--- config.mk ---
export PLATFORM = sky130hd
export DESIGN_NAME = strs_ctrl
export DESIGN_NICKNAME = d
export VERILOG_FILES = /design/src/hdl/strs_pkg.sv /design/src/hdl/strs_ctrl.sv
export SDC_FILE = /design/constraint.sdc
export NUM_CORES = 1
export LEC_CHECK = 0
export BUFFER_PORTS_ARGS = -buffer_cell sky130_fd_sc_hd__buf_2
export CORE_UTILIZATION = 30
export CTS_CLUSTER_SIZE = 25
export DETAILED_ROUTE_END_ITERATION = 10
export GPL_TIMING_DRIVEN = 0
export SLEW_MARGIN = 20
export SYNTH_ARGS = -nofsm -noshare
export SYNTH_HDL_FRONTEND = slang
export SYNTH_SLANG_ARGS = --single-unit
--- constraint.sdc ---
create_clock -name clk -period 2 [get_ports clk]
set_input_delay 0.3 -clock clk [delete_from_list [all_inputs] [get_ports clk]]
set_output_delay 0.3 -clock clk [all_outputs]
set_load 0.03 [all_outputs]
--- src/hdl/strs_pkg.sv ---
// Shared types and constants for the segment tree range sum block.
package strs_pkg;

  localparam int IDX_W   = 10;
  localparam int DELTA_W = 32;
  localparam int SUM_W   = 64;

  // Request word: operation, positions and delta
  typedef struct packed {
    logic                      operation;
    logic [IDX_W-1:0]          index_lo;
    logic [IDX_W-1:0]          index_hi;
    logic signed [DELTA_W-1:0] delta;
  } req_t;

  // Response word: range sum and error flag
  typedef struct packed {
    logic signed [SUM_W-1:0] range_sum;
    logic                    range_error;
  } rsp_t;

  // Datapath operations issued by the controller
  typedef enum logic [2:0] {
    OP_NONE     = 3'd0,
    OP_CLEAR    = 3'd1,
    OP_LOAD     = 3'd2,
    OP_ADD_LEAF = 3'd3,
    OP_ADD_UP   = 3'd4,
    OP_Q_LEFT   = 3'd5,
    OP_Q_RIGHT  = 3'd6
  } dp_op_t;

  typedef struct packed {
    dp_op_t op;
    logic   out_load;
  } dp_cmd_t;

  typedef struct packed {
    logic clear_last;
    logic is_query;
    logic add_ok;
    logic query_ok;
    logic add_top;
    logic walk_done;
  } dp_sts_t;

endpackage

--- src/hdl/strs_ctrl.sv ---
// Controller: clearing pass, add climb, query walk and response handoff.
module strs_ctrl (
  input  logic               clk,
  input  logic               rst,
  input  logic               req_valid,
  output logic               req_ready,
  output logic               rsp_valid,
  input  logic               rsp_ready,
  input  strs_pkg::dp_sts_t  sts,
  output strs_pkg::dp_cmd_t  cmd
);
  import strs_pkg::*;

  typedef enum logic [6:0] {
    S_CLEAR    = 7'b0000001,
    S_IDLE     = 7'b0000010,
    S_ADD_LEAF = 7'b0000100,
    S_ADD_UP   = 7'b0001000,
    S_Q_LEFT   = 7'b0010000,
    S_Q_RIGHT  = 7'b0100000,
    S_FINISH   = 7'b1000000
  } state_t;

  state_t state, state_next;
  logic   out_full, out_full_next;

  assign req_ready = (state == S_IDLE);
  assign rsp_valid = out_full;

  // Next state and datapath command
  always_comb begin
    state_next   = state;
    cmd.op       = OP_NONE;
    cmd.out_load = 1'b0;
    case (state)
      S_CLEAR: begin
        cmd.op = OP_CLEAR;
        if (sts.clear_last) state_next = S_IDLE;
      end
      S_IDLE: begin
        if (req_valid) begin
          cmd.op = OP_LOAD;
          if (!sts.is_query) begin
            if (sts.add_ok) state_next = S_ADD_LEAF;
          end else if (sts.query_ok) begin
            state_next = S_Q_LEFT;
          end else begin
            state_next = S_FINISH;
          end
        end
      end
      S_ADD_LEAF: begin
        cmd.op     = OP_ADD_LEAF;
        state_next = S_ADD_UP;
      end
      S_ADD_UP: begin
        cmd.op = OP_ADD_UP;
        if (sts.add_top) state_next = S_IDLE;
      end
      S_Q_LEFT: begin
        cmd.op     = OP_Q_LEFT;
        state_next = sts.walk_done ? S_FINISH : S_Q_RIGHT;
      end
      S_Q_RIGHT: begin
        cmd.op     = OP_Q_RIGHT;
        state_next = S_Q_LEFT;
      end
      S_FINISH: begin
        if (!out_full || rsp_ready) begin
          cmd.out_load = 1'b1;
          state_next   = S_IDLE;
        end
      end
      default: state_next = S_CLEAR;
    endcase
  end

  // Response register occupancy
  always_comb begin
    out_full_next = out_full;
    if (cmd.out_load) out_full_next = 1'b1;
    else if (rsp_ready) out_full_next = 1'b0;
  end

  always_ff @(posedge clk) begin
    if (rst) begin
      state    <= S_CLEAR;
      out_full <= 1'b0;
    end else begin
      state    <= state_next;
      out_full <= out_full_next;
    end
  end

  a_rsp_from_finish: assert property (@(posedge clk) disable iff (rst)
    $rose(out_full) |-> $past(state == S_FINISH))
    else $error("response loaded outside finish");

  a_climb_continues: assert property (@(posedge clk) disable iff (rst)
    (state == S_ADD_UP) && !sts.add_top |=> (state == S_ADD_UP))
    else $error("add climb stopped below the root");

  a_bad_add_dropped: assert property (@(posedge clk) disable iff (rst)
    req_valid && req_ready && !sts.is_query && !sts.add_ok |=> (state == S_IDLE))
    else $error("bad add started work");

endmodule

==> flow_summary.ini <==
[status]
status = complete, but fails checks
violations = negative setup slack

[timing]
finalCritPeriodShare = 1.01
finalWorstSetupSlack_ns = -0.0237
slew_violations = 0
setup_viol = 2
period_minus_slack_ns = 2.02
tns_ns = -0.0267
finalClockSkew_ns = 0.00440
hold-worst-slack_ns = 0.224
slew_headroom = 0.724
final_hold_viol_count = 0
worst_pin_slew_ns = 0.413
rsz0062_at_grt = yes
fmax_ghz = 0.494

[synthesis]
synth-edff-count = 0
yosys.cell_count.top_type = dfxtp_1
ys_ff_latch = 8
syn_nets = 82
synth_area_leader_cell = dfxtp_1
syn_inst = 72
synthDistinctLibCells = 32
synth_top_cell_area_share = 0.279
yosys_warnings = 0
async_flop_share = 0
syn-cell-area_um2 = 573
ys_seq_area_frac = 0.279
synth_common_cells = dfxtp_1 (8), nand2_1 (6), nor4_1 (5)
synthTopCellsByArea = dfxtp_1 (28%), nor4_1 (5.5%), nand2_1 (3.9%)
avgSynthCellArea_um2 = 7.96
synth-main-ff-cell = dfxtp_1

[clocking]
cts_hold_buf = 0
cts.path.max_buffers = 2
clock_latency_ns = 0.25
cts_root_buffer = clkbuf_4
cts_max_level = 1
cts_buffers = 3
cts_tree = built
cts.reportedPaths.clkPinSlew_ns = 0.05
cts.sinks = 8

[detailed_routing]
dr.pass1.iters = 4
post_drt_wl_per_cell_um = 13.2
first_iter_violations = 10
postRouteWirelength_mm = 1.53
ant_nets = 0
drc = 0
num_vias = 624
via_per_inst = 5.38

[power]
p_int_uw = 407
power_frac_seq = 0.301
ir_drop_mv = 0.342
clockPowerShare = 0.178
power_frac_comb = 0.521
power.switching_uw = 285
p_sw_frac = 0.412
leakage_nw = 0.338
power_uw = 691
powerDensity_nw_per_um2 = 867

[floorplan]
dieArea_um2 = 2090
die_height_um = 45.7
io_pins = 16
placementRows = 15
core_um2 = 1760
die_w_um = 45.7
initial_utilization = 0.325

[setup_path]
max_stage_delay_ns = 0.53
critical_path_class = reg -> out
path_cells = or4_4 > or3_4 > nor2b_2 > buf_6
worst_ep_required_time_ns = 1.70
crit_fanout = 2
worst_path_max_delay_cell = or4_4
path_delay_family = simple AND/OR/NAND/NOR gates
worst-path-buf-inv = 1
crit_path_start_kind = flop
cp.arrival_ns = 1.72
end_kind = primary output

[global_routing]
gr-total-overflow = 0
grt_use_total = 0.172
grt_pass1_vias = 563
grt_start_max_net_pins = 11
grt_use_met3 = 0.0833
top_usage_layer = met2
grt_pass1_wl_mm = 2.47
grtUsageMet1 = 0.219
antenna_found_initial = 0
grt_use_met2 = 0.246

[layout]
fillCellCount = 201
fin_util = 0.452
drive_gt1_frac = 0.560
areaGrowthSynthToFinish_pct = 39.1
instances_no_fill = 116
num_antenna_cells = 0
final_area_um2 = 797
nNetsFinal = 103

[placed_design]
io_buffers = 15
dpl.hpwl_mm = 1.07
placed_cell_area_um2 = 684
dpl_worst_slack_ns = -0.115
dpl.cell_count = 112
place_congestion = 0.792

[job]
cap_violations = 0

[worst_hold_path]
hold_path_class = in -> reg
-- power by group through the flow --
| stage | Combinational (mW) | Sequential [mW] | Clock [mW] |
|---|---|---|---|
| floorplan | 0.264 | 0.189 | 0 |
| global route | 0.393 | 0.212 | 0.139 |
| finish | 0.360 | 0.208 | 0.123 |
| global placement | 0.336 | 0.190 | 0 |
| detailed placement | 0.340 | 0.190 | 0 |
| CTS | 0.336 | 0.204 | 0.130 |
-- metal layers --
layer  up-vias  part of all wire
met2        21              0.46
li1        305                 -
met4         0            0.0079
met3         2             0.073
met1       296              0.45
met5         -                 0
-- path summary, 6_finish.rpt --
path | from | end | slack, ns | cells past startpoint
max | state[5] | cmd[0] | -0.02 | 4
min | sts[0] | state[5] | 0.22 | 2
max reg2reg | state[5] | state[1] | 0 | 6
min reg2reg | rsp_valid | rsp_valid | 0.52 | 2
-- sequential cells by signal (all words and copies together), names as in the netlist --
signal     flops
rsp_valid      1
state          7
-- timing repair --
action                     in CTS  in global routing
resized for setup              16                  8
pin swaps                       4                  1
setup endpoints to repair       4                  8
buffers inserted                5                  0
-- cell families after synthesis --
family,count (synthesis),synth area share
xor+xnor,3,0.0459
buf+inv,9,0.0786
flops,8,0.279
simple gates,36,0.376
compound gates,16,0.221
-- placed cells by master, fill, tap and decap left out, types with 2 or more instances in the layout --
cell type and n:
buf_2 13, buf_4 5, nand3_1 4, nand2_1 4, buf_6 3, or4_4 3, nand2b_1 3, nor4_2 3
nor2_1 3, inv_1 3, a21oi_1 3, clkbuf_4 3, dfxtp_1 3, dfxtp_2 3, a31oi_1 2, o21ai_0 2
xnor2_1 2, nand2_2 2, or3b_2 2, nor4_1 2, nor3_1 2, o31ai_1 2, dfxtp_4 2
-- layout make-up --
type | instances | area [um2] | area share
clock buffer | 3 | 22.5 | 0.0283
inverter | 3 | 11.3 | 0.0141
buffer | 2 | 16.3 | 0.0204
timing repair buffer | 20 | 125 | 0.157
sequential | 8 | 171 | 0.215
tap | 25 | 31.3 | 0.0392
multi-input combinational | 55 | 419 | 0.526
Note: power is estimated with default switching activity, not from simulation.
